===== src/hdl/rc_link_frame_parser_top_assert.svh =====
// Assertion macros used by the frame parser RTL.
`ifndef RC_LINK_FRAME_PARSER_TOP_ASSERT_SVH
`define RC_LINK_FRAME_PARSER_TOP_ASSERT_SVH

// Same-cycle implication, checked outside reset.
`define RCFP_ASSERT_NOW(label, ante, cons) \
    label: assert property (@(posedge i_clk) disable iff (!i_rst_n) (ante) |-> (cons)) \
        else $error("rc link frame parser: same-cycle check failed");

// Next-cycle implication, checked outside reset.
`define RCFP_ASSERT_NEXT(label, ante, cons) \
    label: assert property (@(posedge i_clk) disable iff (!i_rst_n) (ante) |=> (cons)) \
        else $error("rc link frame parser: next-cycle check failed");

`endif


===== src/hdl/rclfp_pkg.sv =====
package rclfp_pkg;

    // Frame store geometry.
    localparam int FRAME_BYTES = 64;
    localparam int ADDR_W      = $clog2(FRAME_BYTES);
    localparam int MAX_LEN     = FRAME_BYTES - 2;
    localparam int MIN_LEN     = 3;

    // Packed channel area: store positions 3..24.
    localparam logic [ADDR_W-1:0] CH_FIRST_ADDR = ADDR_W'(3);
    localparam logic [ADDR_W-1:0] CRC_FIRST_ADDR = ADDR_W'(2);
    localparam logic [3:0] LAST_CHANNEL = 4'd15;
    localparam logic [3:0] FAILSAFE_CHANNEL = 4'd2;

    localparam logic [7:0] CRC_POLY = 8'hD5;

    // Channel scaling constants.
    localparam logic signed [11:0] RAW_CENTER = 12'sd992;
    localparam logic signed [12:0] PWM_CENTER = 13'sd1500;
    localparam logic signed [12:0] PWM_MIN    = 13'sd1000;
    localparam logic signed [12:0] PWM_MAX    = 13'sd2000;

    // Result kinds.
    localparam logic [1:0] KIND_STATUS   = 2'd0;
    localparam logic [1:0] KIND_CHANNEL  = 2'd1;
    localparam logic [1:0] KIND_FAILSAFE = 2'd2;

    // Input actions.
    localparam logic ACT_BYTE    = 1'b0;
    localparam logic ACT_TIMEOUT = 1'b1;

    // Configuration register indexes.
    localparam logic [1:0] REG_SYNC     = 2'd0;
    localparam logic [1:0] REG_RC_TYPE  = 2'd1;
    localparam logic [1:0] REG_TIMEOUT  = 2'd2;
    localparam logic [1:0] REG_FAILSAFE = 2'd3;

    // One byte of CRC-8, MSB first.
    function automatic logic [7:0] crc8_byte(input logic [7:0] crc_in,
                                             input logic [7:0] data);
        logic [7:0] c;
        c = crc_in ^ data;
        for (int b = 0; b < 8; b++) begin
            if (c[7]) begin
                c = {c[6:0], 1'b0} ^ CRC_POLY;
            end else begin
                c = {c[6:0], 1'b0};
            end
        end
        return c;
    endfunction

    // (raw - 992) * 5 / 8 + 1500, truncating toward zero, clamped to 1000..2000.
    function automatic logic [10:0] map_channel(input logic [10:0] raw);
        logic signed [11:0] d;
        logic signed [13:0] m;
        logic signed [13:0] q;
        logic signed [12:0] v;
        d = $signed({1'b0, raw}) - RAW_CENTER;
        m = ($signed({{2{d[11]}}, d}) <<< 2) + $signed({{2{d[11]}}, d});
        if (m < 0) begin
            q = (m + 14'sd7) >>> 3;
        end else begin
            q = m >>> 3;
        end
        v = 13'(q) + PWM_CENTER;
        if (v < PWM_MIN) begin
            v = PWM_MIN;
        end else if (v > PWM_MAX) begin
            v = PWM_MAX;
        end
        return v[10:0];
    endfunction

endpackage


===== src/hdl/rc_link_frame_parser_top.sv =====
// Channel  | Direction | Handshake                      | Payload
// in       | input     | i_in_valid / o_in_stall        | i_action, i_data_byte, i_time_ms
// out      | output    | o_out_valid / i_out_stall      | o_kind, o_frame_accepted,
//          |           |                                | o_channel_index, o_channel_value,
//          |           |                                | o_link_connected, o_last_of_run
// cfg      | input     | i_cfg_we                       | i_cfg_index, i_cfg_data
//
// A byte or timeout beat that gives one result passes through S_EMIT and is then ready again.
// A byte that closes a frame runs the CRC over length-1 store bytes, then reads 22 store
// bytes one at a time and maps and outputs each channel in turn; the single store read
// port sets this pace.
// Synchronous active-low reset clears control state, the valid flags and the store's valid bits.
// A stall on out holds the sequencer; o_in_stall is high until the last result is registered.
module rc_link_frame_parser_top (
    input  logic        i_clk,
    input  logic        i_rst_n,
    // Input channel
    input  logic        i_in_valid,
    output logic        o_in_stall,
    input  logic        i_action,
    input  logic [7:0]  i_data_byte,
    input  logic [31:0] i_time_ms,
    // Output channel
    output logic        o_out_valid,
    input  logic        i_out_stall,
    output logic [1:0]  o_kind,
    output logic        o_frame_accepted,
    output logic [3:0]  o_channel_index,
    output logic [10:0] o_channel_value,
    output logic        o_link_connected,
    output logic        o_last_of_run,
    // Configuration port
    input  logic        i_cfg_we,
    input  logic [1:0]  i_cfg_index,
    input  logic [15:0] i_cfg_data
);
    import rclfp_pkg::*;

`include "rc_link_frame_parser_top_assert.svh"

    typedef enum logic [2:0] {
        S_IDLE,
        S_CRC,
        S_CHECK,
        S_UNP_RD,
        S_UNP_ACC,
        S_UNP_MAP,
        S_EMIT
    } t_state;

    t_state r_state;

    // Configuration registers.
    logic [7:0]  r_sync_value;
    logic [7:0]  r_rc_type_code;
    logic [15:0] r_link_timeout_ms;
    logic [10:0] r_failsafe_throttle;

    // Frame hunt and link state.
    logic [ADDR_W-1:0] r_pos;
    logic [7:0]        r_len;
    logic [7:0]        r_type;
    logic [7:0]        r_crc_byte;
    logic [31:0]       r_time;
    logic [31:0]       r_last_good_time;
    logic              r_link_up;

    // Sequencer working registers.
    logic [ADDR_W-1:0] r_addr;
    logic [ADDR_W-1:0] r_left;
    logic              r_pend;
    logic [7:0]        r_crc;
    logic [18:0]       r_acc;
    logic [4:0]        r_nbits;
    logic [3:0]        r_ch;

    // Result waiting to enter the output register.
    logic [1:0]  r_res_kind;
    logic        r_res_acc;
    logic [3:0]  r_res_idx;
    logic [10:0] r_res_val;
    logic        r_res_last;

    // Output register.
    logic        r_out_valid;
    logic [1:0]  r_out_kind;
    logic        r_out_acc;
    logic [3:0]  r_out_idx;
    logic [10:0] r_out_val;
    logic        r_out_link;
    logic        r_out_last;

    // Frame store and its valid bits.
    logic [7:0]             r_mem [FRAME_BYTES];
    logic [FRAME_BYTES-1:0] r_vld;
    logic [7:0]             r_mem_q;
    logic                   r_mem_q_vld;
    logic [7:0]             rd_data;

    logic              in_acc;
    logic              out_free;
    logic              mem_we;
    logic [ADDR_W-1:0] mem_waddr;
    logic              rd_en;
    logic [ADDR_W-1:0] rd_addr;

    // Frame hunt next values for an accepted byte.
    logic [ADDR_W-1:0] n_pos;
    logic [7:0]        n_len;
    logic              n_frame_done;
    logic [ADDR_W:0]   pos_inc;
    logic              timed_out;
    logic [31:0]       silence;

    assign in_acc   = i_in_valid && (r_state == S_IDLE);
    assign out_free = !r_out_valid || !i_out_stall;
    assign rd_data  = r_mem_q_vld ? r_mem_q : 8'd0;

    assign silence   = i_time_ms - r_last_good_time;
    assign timed_out = r_link_up && (silence > {16'd0, r_link_timeout_ms});

    // Byte parser: position, length and store write for an accepted byte.
    always_comb begin
        n_pos        = r_pos;
        n_len        = r_len;
        n_frame_done = 1'b0;
        mem_we       = 1'b0;
        mem_waddr    = r_pos;
        pos_inc      = {1'b0, r_pos} + (ADDR_W+1)'(1);
        if (in_acc && (i_action == ACT_BYTE)) begin
            priority if (r_pos == '0) begin
                if (i_data_byte == r_sync_value) begin
                    mem_we = 1'b1;
                    n_pos  = ADDR_W'(1);
                end
            end else if (r_pos == ADDR_W'(1)) begin
                n_len = i_data_byte;
                if ((i_data_byte > 8'(MAX_LEN)) || (i_data_byte < 8'(MIN_LEN))) begin
                    n_pos = '0;
                end else begin
                    mem_we = 1'b1;
                    n_pos  = ADDR_W'(2);
                end
            end else begin
                mem_we = 1'b1;
                if ({2'b0, pos_inc} >= ({1'b0, r_len} + 9'd2)) begin
                    n_pos        = '0;
                    n_frame_done = 1'b1;
                end else begin
                    n_pos = pos_inc[ADDR_W-1:0];
                end
            end
        end
    end

    // Read address comes from the sequencer.
    always_comb begin
        rd_en   = 1'b0;
        rd_addr = r_addr;
        if ((r_state == S_CRC) && (r_left != '0)) begin
            rd_en = 1'b1;
        end else if (r_state == S_UNP_RD) begin
            rd_en = 1'b1;
        end
    end

    // Frame store: one write port, one registered read port.
    always_ff @(posedge i_clk) begin
        if (mem_we) begin
            r_mem[mem_waddr] <= i_data_byte;
        end
        if (rd_en) begin
            r_mem_q <= r_mem[rd_addr];
        end
    end

    // Configuration writes.
    always_ff @(posedge i_clk) begin
        if (!i_rst_n) begin
            r_sync_value        <= 8'd200;
            r_rc_type_code      <= 8'd22;
            r_link_timeout_ms   <= 16'd500;
            r_failsafe_throttle <= 11'd1000;
        end else if (i_cfg_we) begin
            unique case (i_cfg_index)
                REG_SYNC:     r_sync_value        <= i_cfg_data[7:0];
                REG_RC_TYPE:  r_rc_type_code      <= i_cfg_data[7:0];
                REG_TIMEOUT:  r_link_timeout_ms   <= i_cfg_data;
                REG_FAILSAFE: r_failsafe_throttle <= i_cfg_data[10:0];
                default: ;
            endcase
        end
    end

    // Sequencer, link state and output register.
    always_ff @(posedge i_clk) begin
        if (!i_rst_n) begin
            r_state          <= S_IDLE;
            r_pos            <= '0;
            r_len            <= 8'd0;
            r_last_good_time <= 32'd0;
            r_link_up        <= 1'b0;
            r_vld            <= '0;
            r_mem_q_vld      <= 1'b0;
            r_pend           <= 1'b0;
            r_out_valid      <= 1'b0;
        end else begin
            // The output register empties when its beat is taken.
            if (r_out_valid && !i_out_stall) begin
                r_out_valid <= 1'b0;
            end
            if (mem_we) begin
                r_vld[mem_waddr] <= 1'b1;
            end
            if (rd_en) begin
                r_mem_q_vld <= r_vld[rd_addr];
            end
            r_pos <= n_pos;
            r_len <= n_len;

            unique case (r_state)
                S_IDLE: begin
                    if (in_acc) begin
                        r_time     <= i_time_ms;
                        r_crc_byte <= i_data_byte;
                        r_res_kind <= KIND_STATUS;
                        r_res_acc  <= 1'b0;
                        r_res_idx  <= 4'd0;
                        r_res_val  <= 11'd0;
                        r_res_last <= 1'b1;
                        if (i_action == ACT_TIMEOUT) begin
                            if (timed_out) begin
                                r_link_up  <= 1'b0;
                                r_res_kind <= KIND_FAILSAFE;
                                r_res_idx  <= FAILSAFE_CHANNEL;
                                r_res_val  <= r_failsafe_throttle;
                            end
                            r_state <= S_EMIT;
                        end else begin
                            if (r_pos == CRC_FIRST_ADDR) begin
                                r_type <= i_data_byte;
                            end
                            if (n_frame_done) begin
                                r_addr  <= CRC_FIRST_ADDR;
                                r_left  <= ADDR_W'(r_len - 8'd1);
                                r_pend  <= 1'b0;
                                r_crc   <= 8'd0;
                                r_state <= S_CRC;
                            end else begin
                                r_state <= S_EMIT;
                            end
                        end
                    end
                end

                // One store byte into the CRC each cycle, reads running one ahead.
                S_CRC: begin
                    if (r_left != '0) begin
                        r_addr <= r_addr + ADDR_W'(1);
                        r_left <= r_left - ADDR_W'(1);
                        r_pend <= 1'b1;
                    end else begin
                        r_pend <= 1'b0;
                    end
                    if (r_pend) begin
                        r_crc <= crc8_byte(r_crc, rd_data);
                    end
                    if ((r_left == '0) && !r_pend) begin
                        r_state <= S_CHECK;
                    end
                end

                // Good RC frame starts the unpack, anything else is a status result.
                S_CHECK: begin
                    if ((r_crc == r_crc_byte) && (r_type == r_rc_type_code)) begin
                        r_last_good_time <= r_time;
                        r_link_up        <= 1'b1;
                        r_addr           <= CH_FIRST_ADDR;
                        r_acc            <= 19'd0;
                        r_nbits          <= 5'd0;
                        r_ch             <= 4'd0;
                        r_state          <= S_UNP_RD;
                    end else begin
                        r_state <= S_EMIT;
                    end
                end

                S_UNP_RD: begin
                    r_addr  <= r_addr + ADDR_W'(1);
                    r_state <= S_UNP_ACC;
                end

                // Append the byte above the bits still held.
                S_UNP_ACC: begin
                    r_acc   <= r_acc | (19'(rd_data) << r_nbits);
                    r_nbits <= r_nbits + 5'd8;
                    if ((r_nbits + 5'd8) >= 5'd11) begin
                        r_state <= S_UNP_MAP;
                    end else begin
                        r_state <= S_UNP_RD;
                    end
                end

                // Take the low 11 bits as the next channel and scale it.
                S_UNP_MAP: begin
                    r_res_kind <= KIND_CHANNEL;
                    r_res_acc  <= 1'b1;
                    r_res_idx  <= r_ch;
                    r_res_val  <= map_channel(r_acc[10:0]);
                    r_res_last <= (r_ch == LAST_CHANNEL);
                    r_acc      <= r_acc >> 11;
                    r_nbits    <= r_nbits - 5'd11;
                    r_state    <= S_EMIT;
                end

                // Move the prepared result into the output register.
                S_EMIT: begin
                    if (out_free) begin
                        r_out_valid <= 1'b1;
                        r_out_kind  <= r_res_kind;
                        r_out_acc   <= r_res_acc;
                        r_out_idx   <= r_res_idx;
                        r_out_val   <= r_res_val;
                        r_out_link  <= r_link_up;
                        r_out_last  <= r_res_last;
                        if (r_res_last) begin
                            r_state <= S_IDLE;
                        end else begin
                            r_ch <= r_ch + 4'd1;
                            if (r_nbits >= 5'd11) begin
                                r_state <= S_UNP_MAP;
                            end else begin
                                r_state <= S_UNP_RD;
                            end
                        end
                    end
                end

                default: r_state <= S_IDLE;
            endcase
        end
    end

    assign o_in_stall       = (r_state != S_IDLE);
    assign o_out_valid      = r_out_valid;
    assign o_kind           = r_out_kind;
    assign o_frame_accepted = r_out_acc;
    assign o_channel_index  = r_out_idx;
    assign o_channel_value  = r_out_val;
    assign o_link_connected = r_out_link;
    assign o_last_of_run    = r_out_last;

    // A failsafe result always reports a dropped link.
    `RCFP_ASSERT_NOW(a_failsafe_down, o_out_valid && (o_kind == KIND_FAILSAFE), !o_link_connected)
    // Channel results come only from an accepted frame, with the link up.
    `RCFP_ASSERT_NOW(a_frame_link_up, o_out_valid && (o_kind == KIND_CHANNEL),
                     o_frame_accepted && o_link_connected)
    // An accepted beat makes the block busy on the next cycle.
    `RCFP_ASSERT_NEXT(a_busy_after_accept, i_in_valid && !o_in_stall, o_in_stall)
    // A channel is only cut once eleven bits are held.
    `RCFP_ASSERT_NOW(a_enough_bits, r_state == S_UNP_MAP, r_nbits >= 5'd11)

endmodule

===== config.mk =====
export PLATFORM = sky130hd
export DESIGN_NAME = rc_link_frame_parser_top
export DESIGN_NICKNAME = d
export VERILOG_FILES = /design/src/hdl/rclfp_pkg.sv /design/src/hdl/rc_link_frame_parser_top.sv
export VERILOG_INCLUDE_DIRS = /design/src /design/src/hdl
export SDC_FILE = /design/constraint.sdc
export NUM_CORES = 1
export LEC_CHECK = 0
export BUFFER_PORTS_ARGS = -buffer_cell sky130_fd_sc_hd__buf_2
export CAP_MARGIN = 10
export CORE_ASPECT_RATIO = 0.7
export CORE_MARGIN = 4
export CORE_UTILIZATION = 35
export CTS_BUF_LIST = sky130_fd_sc_hd__clkbuf_4
export CTS_CLUSTER_SIZE = 24
export DETAILED_ROUTE_END_ITERATION = 6
export PLACE_DENSITY_LB_ADDON = 0.25
export RECOVER_POWER = 50
export SYNTH_ARGS = -nofsm -noshare
export SYNTH_HDL_FRONTEND = slang
export SYNTH_SLANG_ARGS = --single-unit

===== constraint.sdc =====
create_clock -name i_clk -period 4.9 [get_ports i_clk]
set_clock_uncertainty 0.15 [all_clocks]
set_input_delay 0.735 -clock i_clk [delete_from_list [all_inputs] [get_ports i_clk]]
set_output_delay 0.735 -clock i_clk [all_outputs]
set_load 0.02 [all_outputs]

**Word-level counts from Yosys, hierarchy flattened**

Memories as Yosys holds them, arrays and structs flattened. A register that Yosys moved wholly into a read port is not among the register bits.
Index checks and enable logic that the tools add are counted.

- Equality and inequality tests: 27
- Shift-type cells: 1
- $lt $le $gt $ge: 12
- Bitwise logic cells: 13
- Reduce and logical (&&, ||, !) cells: 44
- Muxes and demuxes: 120
- $add $sub $neg: 13

Operators by type and width:

| kind | count |
|---|---|
| $mux 8 | 34 |
| $mux 6 | 13 |
| $or 64x64->64 | 1 |
| $pmux 19 s3 | 1 |
| $mux 11 | 5 |
| $not 5->5 | 8 |
| $mux 13 | 3 |
| $gt 32x16->1 | 1 |
| $sub 32x32->32 | 1 |
| $mux 1 | 28 |
| $mux 3 | 9 |
| $eq 8x8->1 | 3 |
| $pmux 6 s4 | 1 |
| $pmux 11 s2 | 1 |
| $pmux 3 s7 | 1 |
| $mux 19 | 1 |
| $or 19x19->19 | 1 |
| $shl 8x5->19 | 1 |
| $ne 2x2->1 const B | 9 |
| $reduce_and 3->1 | 6 |
| $mux 4 | 4 |
| $pmux 4 s2 | 2 |
| $pmux 8 s2 | 1 |
| $pmux 5 s3 | 1 |
| 53 further kinds | 94 |

- Register bits after elaboration: 295
- RAM bits: 512
- Logic and storage cells: 264
- Memories: 1
- Input bits: 64
- Output and inout bits: 22

Memories:

| name | words | width | read ports | clocked after Yosys merged registers in | wr ports | RTL line | text |
|---|---|---|---|---|---|---|---|
| r_mem | 64 | 8 | 1 | 1 | 1 | rc_link_frame_parser_top.sv:94 | `logic [7:0] r_mem [FRAME_BYTES];` |

**Longest topological paths before layout**

- Depth in word-level cells: 41
- Mapped depth: 21
- Depth with buffers taken out: 21

**Least setup slack after synthesis**

No wires, ideal clock.

- Kind: in2reg
- From: input port i_time_ms[4]
- To: register r_res_val[3], data pin
- Path buffers: 0
- Slack: 0.081 ns
- Required time: 4.491 ns
- Arrival: 4.410 ns
- Stages: 20
- Setup time: 0.259 ns
- Cells stage by stage: ha_1 a21o_1 a31o_2 or2_2 a21o_1 a21o_1 a31oi_1 xnor2_1 ha_1 a21oi_1 nor2_1 a2111oi_0 o31ai_1 a21oi_1 o211ai_1 nor3_1 and4_1 nor2_1 and3_1 a211o_1

- Word-level cells in the longest chain between the ends: 7

RTL lines:

| item | RTL line | text |
|---|---|---|
| from (decl) | rc_link_frame_parser_top.sv:22 | `input logic [31:0] i_time_ms,` |
| $sub 32x32->32 | rc_link_frame_parser_top.sv:119 | `assign silence = i_time_ms - r_last_good_time;` |
| $gt 32x16->1 | rc_link_frame_parser_top.sv:120 | `assign timed_out = r_link_up && (silence > {16'd0, r_link_timeout_ms});` |
| $logic_and 1x1->1 | rc_link_frame_parser_top.sv:120 |  |
| $mux 11 | rc_link_frame_parser_top.sv:232 | `if (timed_out) begin` |
| $mux 11 | rc_link_frame_parser_top.sv:231 | `if (i_action == ACT_TIMEOUT) begin` |
| $mux 11 | rc_link_frame_parser_top.sv:223 | `if (in_acc) begin` |
| $pmux 11 s2 | rc_link_frame_parser_top.sv:221 | `unique case (r_state)` |
| to (signal assigned) | rc_link_frame_parser_top.sv:236 | `r_res_val <= r_failsafe_throttle;` |
| to (signal assigned) | rc_link_frame_parser_top.sv:309 | `r_res_val <= map_channel(r_acc[10:0]);` |
| to (decl) | rc_link_frame_parser_top.sv:81 | `logic [10:0] r_res_val;` |

Every way passes these cells. The select of a mux whose other input is x is not followed.
A chain may end at the register's enable or synchronous reset.

**Worst setup path after layout**

- From: register r_acc[5]
- To: register r_res_val[2], data pin

- Word-level cells in the longest chain between the ends: 11
- Elaborated cells between the ends (all ways): 13
- Classes of those cells: add/sub (4); order compare (3); mux (6)

RTL lines:

| item | RTL line | text |
|---|---|---|
| from (decl) | rc_link_frame_parser_top.sv:73 | `logic [18:0] r_acc;` |
| from (signal assigned) | rc_link_frame_parser_top.sv:295 | `r_acc <= r_acc \| (19'(rd_data) << r_nbits);` |
| from (signal assigned) | rc_link_frame_parser_top.sv:311 | `r_acc <= r_acc >> 11;` |
| $sub 11x10->12 (*) | rclfp_pkg.sv:59 | `d = $signed({1'b0, raw}) - RAW_CENTER;` |
| $add 14x12->14 (*) | rclfp_pkg.sv:60 | `m = ($signed({{2{d[11]}}, d}) <<< 2) + $signed({{2{d[11]}}, d});` |
| $add 14x4->14 or $lt 14x1->1 (tied branches) | rclfp_pkg.sv:62, rclfp_pkg.sv:61 |  |
| $mux 13 (*) | rclfp_pkg.sv:61 | `if (m < 0) begin` |
| $mux 13 (*) | rc_link_frame_parser_top.sv:221 |  |
| $mux 13 (*) | rc_link_frame_parser_top.sv:197 | `if (!i_rst_n) begin` |
| $add 13x12->13 (*) | rclfp_pkg.sv:66 | `v = 13'(q) + PWM_CENTER;` |
| $gt 13x12->1 | rclfp_pkg.sv:69 | `end else if (v > PWM_MAX) begin` |
| $mux 11 | rclfp_pkg.sv:69 |  |
| $mux 11 (*) | rclfp_pkg.sv:67 | `if (v < PWM_MIN) begin` |
| $pmux 11 s2 (*) | rc_link_frame_parser_top.sv:221 |  |

Every way passes the cells marked *; elsewhere a longest branch is shown, timed or not. The select of a mux whose other input is x is not followed.

==> impl_metrics.json <==
{
  "synth-seq-cells": 815,
  "min_period_ns": 4.51,
  "worst_slew_pin_slew_ns": 3.33,
  "syn-cell-area_mm2": 0.0365,
  "finalSetupViolCount": 0,
  "powerDensity_mw_per_mm2": 437,
  "gr-usage-all-layers_pct": 17.2,
  "dieArea_mm2": 0.110,
  "io_buffers": 85,
  "syn_avg_cell_area_um2": 13.5,
  "ios": 86,
  "synth_area_leader_cell": "edfxtp_1",
  "violations": "design-rule violations, max-capacitance violations, max-slew violations",
  "cp.arrival_ns": 5.16,
  "drt_iter0_drc": 2302,
  "hp-class": "input port to flip-flop",
  "dpl.hpwl_um": 63200,
  "final_hold_viol_count": 0,
  "dieHeight_um": 278,
  "fin_area_mm2": 0.0422,
  "design.core.area_mm2": 0.103,
  "wirelength_um": 96200,
  "drive_above_1_share_pct": 19.1,
  "slew_headroom_pct": -122,
  "grt_setup_unrepaired": "no",
  "area_delta_synth_final_pct": 15.8,
  "ant_nets": 0,
  "initial_core_util_pct": 35.5,
  "cts_tree": "yes",
  "max_cap_viol_count": 10,
  "drt_pass1_iterations": 7,
  "grt_pass1_vias": 23700,
  "synth_seq_area_share_pct": 62.7,
  "path_clk_slew_ns": 0.07,
  "critical_path_class": "flip-flop to flip-flop",
  "synth_top_area_share_pct": 53.9,
  "clk_latency_ns": 1.08,
  "crit_path_max_fanout": 5,
  "grt_pass1_wl_um": 146000,
  "dpl-instance-area_mm2": 0.0389,
  "grt_max_degree": 105,
  "grt_overflow": 0,
  "ir_drop_mv": 0.274,
  "rows": 98,
  "synth_edf_count": 655,
  "h-tree-depth": 4,
  "crit_required_ns": 5.54,
  "chipWidth_um": 394,
  "synth_top_flop_cell": "edfxtp_1",
  "ys_warn_count": 0,
  "leakagePower_nw": 14.8,
  "yosysMostFrequentCell": "edfxtp_1",
  "start_kind": "flip-flop",
  "post-route-drc-count": 1,
  "clock_path_buffers": 3,
  "yosysUniqueCellTypes": 90,
  "viasPerCell": 5.29,
  "status": "finished, violations left",
  "worstSetupEndpointType": "flip-flop",
  "fmax_mhz": 222,
  "slew_viol_final": 640,
  "synthCells": 2702,
  "synthesis.nets": 2846,
  "fillers": 9637,
  "finalCritPeriodShare_pct": 92.1,
  "numCtsBuffers": 196,
  "final_nets": 3173,
  "synth_commonest_cells": "edfxtp_1 (655), nand2_1 (199), mux2i_1 (179)",
  "root_buffer": "clkbuf_4",
  "place_congestion": 0.849,
  "yosys-top-cells-area": "edfxtp_1 (54%), dfxtp_1 (8.8%), mux4_2 (5.0%), mux2i_1 (4.9%), ha_1 (2.7%)",
  "num_vias": 24100,
  "clock_sinks": 815,
  "antenna_found_initial": 9,
  "post_drt_wl_per_cell_um": 21.1,
  "async_flop_share_pct": 0,
  "timing.setup.tns_ns": 0
}
-- logic make-up (layout without fill, tap and decap cells) --
kind of cell	Yosys count	count (layout)	share of synthesized area [%]
AOI/OAI and AO/OA	564	564	10.3
xor gates and xnor gates	111	111	2.69
DFF	815	815	62.7
other	0	10	0
muxes	304	304	11.3
adders and majority gates	80	80	2.79
and+or+nand+nor	619	619	7.99
buffers and inverters	209	706	2.21
-- final timing paths --
path / from / endpoint / slack [ns] / depth (start not counted)
worst max register to register: r_acc[5] / r_res_val[2] / 0.39 / 17
worst min register to register: r_res_kind[0] / o_kind[0] / 0.28 / 0
worst max-delay path: r_acc[5] / r_res_val[2] / 0.39 / 17
worst min-delay path: i_time_ms[5] / r_time[5] / 0.26 / 2
-- layout by cell type, fill, tap and decap left out, drive strengths merged, types with 12 or more instances in the layout --
| cell | n |
|---|---|
| inv | 80 |
| dlygate4sd3 | 73 |
| xnor2 | 71 |
| dfxtp | 160 |
| nor3 | 27 |
| ha | 78 |
| nor2b | 61 |
| a31oi | 14 |
| o22ai | 38 |
| a21boi | 34 |
| mux4 | 81 |
| nand2b | 16 |
| edfxtp | 655 |
| mux2i | 180 |
| nor2 | 170 |
| o21ai | 92 |
| xor2 | 40 |
| o211ai | 17 |
| nand4 | 20 |
| o21a | 71 |
| mux2 | 43 |
| nand3 | 51 |
| a21o | 27 |
| nand2 | 199 |
| and3 | 15 |
| buf | 120 |
| clkbuf | 378 |
| clkinv | 51 |
| and2 | 12 |
| a21oi | 157 |
| o221ai | 37 |
-- sequential cells by signal, indices dropped and copies added (netlist names), 5 cells and up --
signal / count
r_time: 32
r_left: 6
r_link_timeout_ms: 16
r_crc_byte: 8
r_crc: 8
r_last_good_time: 32
r_nbits: 5
r_sync_value: 8
r_acc: 19
mem_waddr: 6
r_len: 8
r_type: 8
r_mem_q: 8
r_vld: 64
r_rc_type_code: 8
r_mem: 512
r_res_val: 11
r_failsafe_throttle: 11
o_channel_value: 11
r_addr: 6
-- routing by layer --
layer	part of all wire, %	GRT usage (%)	wire length [um]	vias to the layer above
met4	2.0	5.79	1890	2
met5	0.014	0	13	-
li1	-	-	-	11100
met1	49	26.2	46700	12000
met3	6.9	3.45	6680	147
met2	43	24.4	40900	833
-- critical path, stage by stage, from the launching register on --
cell and delay [ns]:
edfxtp_1 0.47, ha_1 0.28, a41oi_1 0.26, ha_1 0.35
or2_2 0.32, a21oi_1 0.16, a31oi_1 0.11, o21ai_2 0.20
xor2_1 0.22, ha_2 0.27, nand2b_1 0.12, o311ai_1 0.11
a21oi_1 0.23, and2b_1 0.23, o211ai_2 0.19, nor2_1 0.17
o21ai_0 0.15, a32o_1 0.29
-- timing repair --
action,4_1_cts,5_1_grt
gates resized for setup,0,9
hold buffers,73,0
endpoints found under the setup margin,0,13
buffers inserted,0,2
hold endpoints to repair,170,0
-- area by class of cell --
| class | instances | area (um2) | share of cell area [%] |
|---|---|---|---|
| Timing Repair Buffer | 263 | 1900 | 4.50 |
| Sequential cell | 815 | 22900 | 54.2 |
| Clock buffer | 308 | 2310 | 5.47 |
| Clock inverter | 60 | 323 | 0.764 |
| Multi-Input combinational cell | 1678 | 12800 | 30.4 |
| Inverter | 75 | 282 | 0.666 |
| Antenna cell | 10 | 25.0 | 0.0592 |
| Tap cell | 1350 | 1690 | 4.00 |
-- through the flow --
step | std cells | worst slack, ns | hold slack (ns) | power [mW] | utilization (%)
5_1_grt | 4558 | 0.0494 | 0.152 | 19.5 | 41.1
2_1_floorplan | 2702 | 0.0809 | 0.250 | 11.3 | -
4_1_cts | 4547 | 0.115 | 0.0703 | 18.6 | 41.2
6_report | 4559 | 0.386 | 0.264 | 18.4 | 41.1
3_5_place_dp | 4106 | -0.369 | 0.270 | 12.7 | 37.9
3_3_place_gp | 4106 | -0.399 | 0.264 | 12.6 | 37.9
-- report_power, final --
| group | internal [mW] | total, mW | switching [mW] |
|---|---|---|---|
| Clock | 2.98 | 5.79 | 2.81 |
| Sequential | 7.78 | 8.01 | 0.228 |
| Combinational | 1.77 | 4.65 | 2.87 |
Note: power is estimated with default switching activity, not from simulation.
